==> src/hw/rtl/vt_pkg.sv <==
package vt_pkg;

  localparam int INW       = 24;
  localparam int OUTW      = 32;
  localparam int PANW      = 16;
  localparam int ANGW      = 16;
  localparam int ZW        = 15;
  localparam int CFGW      = 16;
  localparam int ZOOM_FRAC = 12;
  localparam int ZOOM_MIN  = 205;
  localparam int ZOOM_MAX  = 20890;

  localparam logic [ZW-1:0]   ZOOM_RESET  = 15'd4096;
  localparam logic [PANW-1:0] PAN_X_RESET = 16'd400;
  localparam logic [PANW-1:0] PAN_Y_RESET = 16'd300;
  localparam logic [ANGW-1:0] ANG_RESET   = 16'd0;

  // CORDIC datapath: 30 fraction bits plus sign and headroom
  localparam int CORDIC_W          = 33;
  localparam int CORDIC_FRAC       = 30;
  localparam int CORDIC_MAX_STAGES = 24;
  localparam logic signed [CORDIC_W-1:0] CORDIC_GAIN = 33'sd652032874;

  localparam logic MODE_FWD = 1'b0;
  localparam logic MODE_INV = 1'b1;

  typedef enum logic [1:0] {
    REG_ZOOM  = 2'd0,
    REG_PAN_X = 2'd1,
    REG_PAN_Y = 2'd2,
    REG_ANGLE = 2'd3
  } cfg_reg_t;

  // per-item control that rides along with the datapath
  typedef struct packed {
    logic mode;
    logic neg_x;
    logic neg_y;
  } vt_tag_t;

  // atan(2^-i) with 2^32 = two pi
  function automatic logic [31:0] cordic_atan(input logic [4:0] i);
    logic [31:0] r;
    case (i)
      5'd0:  r = 32'd536870912;
      5'd1:  r = 32'd316933406;
      5'd2:  r = 32'd167458907;
      5'd3:  r = 32'd85004756;
      5'd4:  r = 32'd42667331;
      5'd5:  r = 32'd21354465;
      5'd6:  r = 32'd10679822;
      5'd7:  r = 32'd5340245;
      5'd8:  r = 32'd2670163;
      5'd9:  r = 32'd1335087;
      5'd10: r = 32'd667544;
      5'd11: r = 32'd333772;
      5'd12: r = 32'd166886;
      5'd13: r = 32'd83443;
      5'd14: r = 32'd41722;
      5'd15: r = 32'd20861;
      5'd16: r = 32'd10430;
      5'd17: r = 32'd5215;
      5'd18: r = 32'd2608;
      5'd19: r = 32'd1304;
      5'd20: r = 32'd652;
      5'd21: r = 32'd326;
      5'd22: r = 32'd163;
      5'd23: r = 32'd81;
      default: r = 32'd0;
    endcase
    return r;
  endfunction

endpackage

==> src/hw/rtl/vt_trig.sv <==
module vt_trig
  import vt_pkg::*;
#(
  parameter int TRIG_FRAC_BITS = 14
) (
  input  logic                          clk,
  input  logic                          rst,
  input  logic                          start,
  input  logic [ANGW-1:0]               angle,
  output logic                          ready,
  output logic signed [TRIG_FRAC_BITS+1:0] cos_v,
  output logic signed [TRIG_FRAC_BITS+1:0] sin_v
);

  localparam int CW  = TRIG_FRAC_BITS + 2;
  localparam int NST = (TRIG_FRAC_BITS + 2 < CORDIC_MAX_STAGES) ?
                       TRIG_FRAC_BITS + 2 : CORDIC_MAX_STAGES;
  localparam int SH  = CORDIC_FRAC - TRIG_FRAC_BITS;
  localparam int KW  = $clog2(NST);

  typedef enum logic [1:0] {T_IDLE, T_LOAD, T_RUN, T_ROUND} state_t;

  state_t                      state;
  logic [KW-1:0]               cnt;
  logic [1:0]                  quad;
  logic signed [CORDIC_W-1:0]  x, y, zr;

  logic [31:0]                 a_full, a_bias, a_res;
  logic signed [CORDIC_W-1:0]  xs, ys, at;
  logic signed [CW-1:0]        c0, s0;

  function automatic logic signed [CW-1:0] round_trig(input logic signed [CORDIC_W-1:0] v);
    logic [CORDIC_W-1:0] mag;
    logic [CORDIC_W-1:0] q;
    mag = v[CORDIC_W-1] ? CORDIC_W'(-v) : CORDIC_W'(v);
    q   = (mag + (CORDIC_W'(1) << (SH - 1))) >> SH;
    return v[CORDIC_W-1] ? -CW'(q) : CW'(q);
  endfunction

  // nearest quadrant, residue within +-45 degrees
  assign a_full = {angle, 16'd0};
  assign a_bias = a_full + 32'h2000_0000;
  assign a_res  = a_full - {a_bias[31:30], 30'd0};

  assign xs = x >>> cnt;
  assign ys = y >>> cnt;
  assign at = CORDIC_W'(cordic_atan(5'(cnt)));
  assign c0 = round_trig(x);
  assign s0 = round_trig(y);

  assign ready = (state == T_IDLE);

  always_ff @(posedge clk) begin
    if (rst) begin
      state <= T_LOAD;
      cnt   <= '0;
    end else if (start) begin
      state <= T_LOAD;
    end else begin
      case (state)
        T_LOAD: begin
          x     <= CORDIC_GAIN;
          y     <= '0;
          zr    <= CORDIC_W'(signed'(a_res));
          quad  <= a_bias[31:30];
          cnt   <= '0;
          state <= T_RUN;
        end
        T_RUN: begin
          if (!zr[CORDIC_W-1]) begin
            x  <= x - ys;
            y  <= y + xs;
            zr <= zr - at;
          end else begin
            x  <= x + ys;
            y  <= y - xs;
            zr <= zr + at;
          end
          cnt <= cnt + 1'b1;
          if (cnt == KW'(NST - 1)) state <= T_ROUND;
        end
        T_ROUND: begin
          case (quad)
            2'd0: begin cos_v <= c0;  sin_v <= s0;  end
            2'd1: begin cos_v <= -s0; sin_v <= c0;  end
            2'd2: begin cos_v <= -c0; sin_v <= -s0; end
            default: begin cos_v <= s0; sin_v <= -c0; end
          endcase
          state <= T_IDLE;
        end
        default: state <= T_IDLE;
      endcase
    end
  end

endmodule

==> config.mk <==
export PLATFORM = sky130hd
export DESIGN_NAME = vt_trig
export DESIGN_NICKNAME = d
export VERILOG_FILES = /design/src/hw/rtl/vt_pkg.sv /design/src/hw/rtl/vt_trig.sv
export SDC_FILE = /design/constraint.sdc
export NUM_CORES = 1
export LEC_CHECK = 0
export ABC_AREA = 1
export BUFFER_PORTS_ARGS = -buffer_cell sky130_fd_sc_hd__buf_4
export CAP_MARGIN = 15
export CORE_ASPECT_RATIO = 1.1
export CORE_MARGIN = 2
export CORE_UTILIZATION = 39
export DETAILED_ROUTE_END_ITERATION = 12
export GPL_TIMING_DRIVEN = 0
export SLEW_MARGIN = 10
export SYNTH_ARGS = -nofsm -noshare
export SYNTH_HDL_FRONTEND = slang
export SYNTH_SLANG_ARGS = --single-unit
==> constraint.sdc <==
create_clock -name clk -period 14.7 [get_ports clk]
set_input_delay 1.47 -clock clk [delete_from_list [all_inputs] [get_ports clk]]
set_output_delay 1.47 -clock clk [all_outputs]
set_load 0.02 [all_outputs]
== Yosys cells after proc, flatten, opt, wreduce, memory -nomap -nowiden ==
Memory sizes are Yosys's and may differ from the RTL's. A register that Yosys moved wholly into a read port is not among the register bits.
Index checks and enable logic that the tools add are counted.

* Bits in registers: 139
* Bits in latches: 0
* RAM bits: 0
* Memory bits (read-only): 480
* Input port bits: 19
* Output and inout bits: 33
* Word-level logic and storage cells: 62
* Memories: 1

* Add/subtract/negate cells: 17
* $mul: 0
* Div/mod/pow operators: 0
* Order comparisons: 0
* Eq/ne operators: 7
* Shift operators: 2
* Multiplexer cells: 17
* Bitwise operators: 2
* Reduce and logical (&&, ||, !) cells: 8

{| class="wikitable"
|+ Memory list
! memory !! words !! bits a word !! read ports !! clocked after memory_dff !! write ports !! RTL line !! text
|-
| (no name shown) || 16 || 30 || 1 || 1 || 0 || vt_pkg.sv:44 || <nowiki>case (i)</nowiki>
|}

{| class="wikitable"
|+ Operators by type and width
! kind !! number
|-
| $pmux W33 S2 || 3
|-
| $add A33 B33 Y33 || 3
|-
| $mux W33 || 3
|-
| $sub A33 B33 Y33 || 3
|-
| $pmux W16 S3 || 2
|-
| $sshr A33 B4 Y33 || 2
|-
| $add A32 B16 Y32 const B || 2
|-
| $mux W32 || 2
|-
| $neg A16 Y16 || 4
|-
| $neg A32 Y32 || 2
|-
| $add A32 B30 Y32 const B || 1
|-
| $mux W16 || 2
|-
| $sub A32 B32 Y32 || 1
|-
| $reduce_and A3 Y1 || 3
|-
| $mux W4 || 2
|-
| $pmux W4 S2 || 1
|-
| $eq A2 B2 Y1 const B || 3
|-
| $add A4 B1 Y4 const B || 1
|-
| $eq A2 B1 Y1 const B || 2
|-
| $eq A4 B4 Y1 const B || 1
|-
| $logic_not A2 Y1 || 2
|-
| $pmux W2 S2 || 1
|-
| $mux W2 || 1
|-
| $ne A2 B2 Y1 const B || 1
|-
| other kinds (4) || 5
|}

== Logic depth before layout (Yosys ltp) ==
* Depth in word-level cells: 7
* Gate-level depth with buffers: 35
* Mapped depth without buffers: 33

== Worst setup path before layout ==
OpenSTA, ideal clock, no wires.

* Path type: input to register
* Start: in start
* End: reg x[0], enable pin
* Setup time: 558 ps
* Arrival: 5742 ps
* Required time: 14142 ps
* Path slack: 8401 ps
* Cell stages on the path: 3
* Buffers on the path: 0
* Cells stage by stage: inv_1 nand2_1 nor2_1

* Longest elaborated chain between the ends: 2

{| class="wikitable"
|+ Ends and longest elaborated chain
! element !! RTL line !! text
|-
| from (decl) || vt_trig.sv:8 || <nowiki>input logic start,</nowiki>
|-
| $not A1 Y1 (no line) || n/a ||
|-
| $reduce_and A3 Y1 (no line) || n/a ||
|-
| to (signal assigned) || vt_trig.sv:71 || <nowiki>x <= x - ys;</nowiki>
|-
| to (signal assigned) || vt_trig.sv:75 || <nowiki>x <= x + ys;</nowiki>
|-
| to (decl) || vt_trig.sv:26 || <nowiki>logic signed [CORDIC_W-1:0] x, y, zr;</nowiki>
|}

Every way passes these cells.
A chain may end at the register's enable or synchronous reset.

==> parameters.txt <==
Parameter                              Value

Status
  Result of the run ... finished clean

Global route
  Vias in the first global route ... ~20000
  Global-route usage over all layers ... 26.4%
  Aggregate global routing overflow ... 0
  Largest net degree at the start of global routing ... 33
  Initial antenna violation count ... 1
  First-pass GRT wire length ... 112000 µm

Setup path
  Source of the worst register-to-register timing path ... zr[32]
  Number of cells on the worst reg-to-reg path ... 23
  Worst-path cell with the longest stage delay ... sky130_fd_sc_hd__clkbuf_1
  Worst Setup End Kind ... flip-flop
  Most repeated library cell on the critical path ... sky130_fd_sc_hd__o21ai_0
  Required time of the worst setup path ... about 15 ns
  List of cells traversed by the critical path ... inv_1 -> clkbuf_1 -> clkbuf_1 -> nand2_1 -> xnor2_1 -> ha_1 -> nand3_1 -> nand2_1 -> a31oi_1 -> o21ai_0 -> inv_1 -> nor2_1 -> nor2_1 -> o21ai_0 -> a21boi_0 -> o21ai_0 -> nand3_1 -> nand2_1 -> nand2_1 -> nand3_1 -> o21ai_0 -> o21ai_0 -> nor2_1
  Reg-to-reg critical path endpoint ... y[32]
  CP peak stage delay ... 0.82 ns
  Worst setup path category ... reg2reg
  Launching element type of the critical path ... flip-flop
  Crit path max fanout ... 10
  Setup slack, reg-to-reg ... 8.67 ns
  Worst Path Arrival ... 6.30 ns

Yosys
  Async set-reset flop share out of synthesis ... 0%
  Number of flops mapped to enable cells by yosys ... between 100 and 150
  Most frequently used flop master after synthesis ... sky130_fd_sc_hd__edfxtp_1
  Cell Area, Synth ... 20800 µm²
  Part of the Yosys area used for sequential elements ... 22.7%
  Synthesized area per cell ... 6.45 µm²
  Netlist cell types ... 66
  Net count of the mapped netlist ... around 3400
  Synth Register Bits ... 169
  Post-Syn Instances ... 3220
  Ys Warns ... 0

STA
  RSZ-0062 raised after global routing ... false
  Post-route setup slack ... 8.67 ns
  Max-slew headroom at the worst pin ... 21.3%
  Max Clk Rate ... 166 MHz
  Setup-failing EPs final ... 0
  Final number of max-transition violations ... 0
  Period minus WS final ... 6.03 ns
  Setup total negative slack ... 0 ns
  Max Clock Skew ... about 0.013 ns
  Final Hold Viols ... 0
  Slew at the pin with the worst max-slew slack ... between 1 and 1.5 ns
  Fin crit share ... 41.0%

Route
  Post-detailed-routing wire length ... 71900 µm
  Remaining routing DRC violations ... 0
  DRC marker count from the first detailed-route iteration ... 1629
  Detailed-route via count ... 21300
  Number of iterations in the first detailed-routing pass ... 8
  Average wire per cell in the routed design ... 18.1 µm
  Antenna-violating nets left ... 0
  Via-per-instance ratio ... 5.36

Clock network
  Clock Latency Late Sink ... 0.52 ns
  Hold-fix buffers, CTS ... 0
  Sinks on Clock Net ... 169
  Post-CTS clock slew at the launch and capture registers of the worst setup and hold paths ... 0.08 ns
  Post-CTS Setup Inserts ... 0
  Total CTS buffers ... 17
  CTS HTree Levels ... 4
  Root buffer cell ... sky130_fd_sc_hd__clkbuf_16
  Number of gates given a new drive strength after cts ... 0
  TritonCTS clock tree ... done
  Clock tree buffer depth ... 2

Floorplanning
  Top Ports ... between 50 and 60
  Starting Density ... 39.6%
  Overall die area ... 55100 µm²
  Die Span Y ... 246 µm
  Die boundary width ... between 200 and 250 µm
  Number of cell rows ... 88
  Core area ... roughly 53000 µm²

Placed design
  Weighted congestion reported at the end of routability-driven placement ... roughly 1.0
  Worst setup slack before clock tree synthesis ... 8.85 ns
  I/O Buffers ... 51
  DP Wirelength ... 58200 µm
  Number of placed cells counting well taps ... 3951

Worst hold path
  Startpoint of the worst hold path ... state[1]
  Worst min-delay path class ... reg2reg
  Hold-critical path depth ... 2
  Worst-case hold path end point ... state[1]

Cells and area
  Layout fillers ... 5654
  Antenna diodes ... 0
  Net count of the finished layout ... 3437
  Synth-to-layout area growth ... 9.17%
  Post-route insts no fill ... about 4000
  Fraction of layout cells with a size suffix above 1 ... 10.1%

Power
  Static Leakage ... around 10 nW
  Maximum resistive drop on vdd ... 120 µV
  P per Cell Area ... 86.2 nW/µm²

Job
  Maximum Capacitance Violations ... 0
==> cell usage in the layout (no fill, tap or decap), types with 38 or more instances in the layout <==
cell type / synthesis / layout
sky130_fd_sc_hd__o21ai_1: 58 / 58
sky130_fd_sc_hd__mux2i_1: 44 / 44
sky130_fd_sc_hd__a21oi_1: 200 / 200
sky130_fd_sc_hd__edfxtp_1: 133 / 133
sky130_fd_sc_hd__ha_1: 120 / 120
sky130_fd_sc_hd__o21ai_0: 257 / 257
sky130_fd_sc_hd__xor2_1: 88 / 88
sky130_fd_sc_hd__nand2_1: 873 / 873
sky130_fd_sc_hd__xnor2_1: 46 / 46
sky130_fd_sc_hd__inv_1: 346 / 346
sky130_fd_sc_hd__nand2_2: 69 / 69
sky130_fd_sc_hd__nor2_1: 301 / 299
sky130_fd_sc_hd__clkbuf_1: 40 / 41
sky130_fd_sc_hd__nand3_1: 172 / 172
sky130_fd_sc_hd__buf_4: 5 / 56
sky130_fd_sc_hd__o21a_1: 43 / 43
sky130_fd_sc_hd__nand4_1: 38 / 38
==> where the power goes <==
part           switching (W)  internal, W
Clock               0.000233     0.000223
Sequential         0.0000224     0.000542
Combinational       0.000624     0.000312
Total               0.000879      0.00108
==> per-stage QoR <==
stage                     area (µm²)  util (%)  power, W  hold slack [ns]
after floorplan                20800         -   0.00125            0.559
after global placement         22000      41.9   0.00150            0.597
after detailed placement       22100      42.1   0.00150            0.604
after CTS                      22700      43.2   0.00196            0.616
after global routing           22700      43.2   0.00210            0.644
final                          22700      43.2   0.00196            0.613
==> layer usage <==
layer	share of wire, %	wire length, µm	track usage, %	vias to the layer above
met5	0	0	0	-
met4	5.2	3770	13.7	0
met3	4.6	3290	3.51	156
met2	48	34600	46.2	626
met1	42	30200	31.4	9695
li1	-	-	-	10900
==> synthesized netlist by cell type (16+ instances only) <==
master	count	area share, %
sky130_fd_sc_hd__nand2_1	873	16
sky130_fd_sc_hd__inv_1	346	6.3
sky130_fd_sc_hd__nor2_1	301	5.4
sky130_fd_sc_hd__o21ai_0	257	6.2
sky130_fd_sc_hd__a21oi_1	200	4.8
sky130_fd_sc_hd__nand3_1	172	4.1
sky130_fd_sc_hd__edfxtp_1	133	19
sky130_fd_sc_hd__ha_1	120	7.2
sky130_fd_sc_hd__xor2_1	88	3.7
sky130_fd_sc_hd__nand2_2	69	2.1
sky130_fd_sc_hd__o21ai_1	58	1.4
sky130_fd_sc_hd__xnor2_1	46	1.9
sky130_fd_sc_hd__mux2i_1	44	2.1
sky130_fd_sc_hd__o21a_1	43	1.6
sky130_fd_sc_hd__clkbuf_1	40	0.72
sky130_fd_sc_hd__nand4_1	38	1.1
sky130_fd_sc_hd__dfxtp_1	36	3.5
sky130_fd_sc_hd__nor3_1	36	0.87
sky130_fd_sc_hd__buf_2	27	0.65
sky130_fd_sc_hd__a31oi_1	26	0.78
sky130_fd_sc_hd__nor2_2	21	0.63
sky130_fd_sc_hd__nor2_4	21	1.1
sky130_fd_sc_hd__inv_2	20	0.36
sky130_fd_sc_hd__nand3_2	19	0.92
sky130_fd_sc_hd__o211ai_1	17	0.61
sky130_fd_sc_hd__buf_6	16	0.87
==> cells by family after synthesis <==
family	after synthesis	share of synthesized area, %
simple gates	1612	34.7
mux	44	2.12
buf+inv	474	9.41
flops	169	22.7
xor+xnor	134	5.65
compound gates	664	17.9
fa+ha+maj	123	7.51
==> how the worst max path moves through the flow <==
stage,cells past startpoint,from,to
finish,23,zr[32],y[32]
floorplan,3,start,x[0]
global placement,4,start,x[30]
CTS,23,zr[32],y[32]
global route,23,zr[32],y[32]
detailed placement,23,zr[32],y[32]
==> cell type report <==
type                       instances  area (µm²)  share of cell area, %
multi-input combinational       2577       14100                   62.3
sequential                       169        4710                   20.8
inverter                         375        1410                   6.22
tap                              675         845                   3.72
buffer                            99         544                   2.40
timing repair buffer              56         498                   2.20
clock buffer                      19         437                   1.92
clock inverter                    13         111                  0.491
==> state kept, by name, summed over array words and instances (netlist names) <==
register	cells
zr	33
state	2
quad	2
at	30
y	33
sin_v	16
cnt	4
cos_v	16
x	33
==> worst max-delay path: cells and delay by family (launching register included) <==
| kind | cells | cell delay, ns |
|---|---|---|
| compound gates | 7 | 1.69 |
| xor+xnor | 1 | 0.17 |
| fa+ha+maj | 1 | 0.34 |
| buf+inv | 4 | 1.94 |
| flops | 1 | 0.63 |
| simple gates | 10 | 0.97 |
Power figures use the tool's default switching activity.
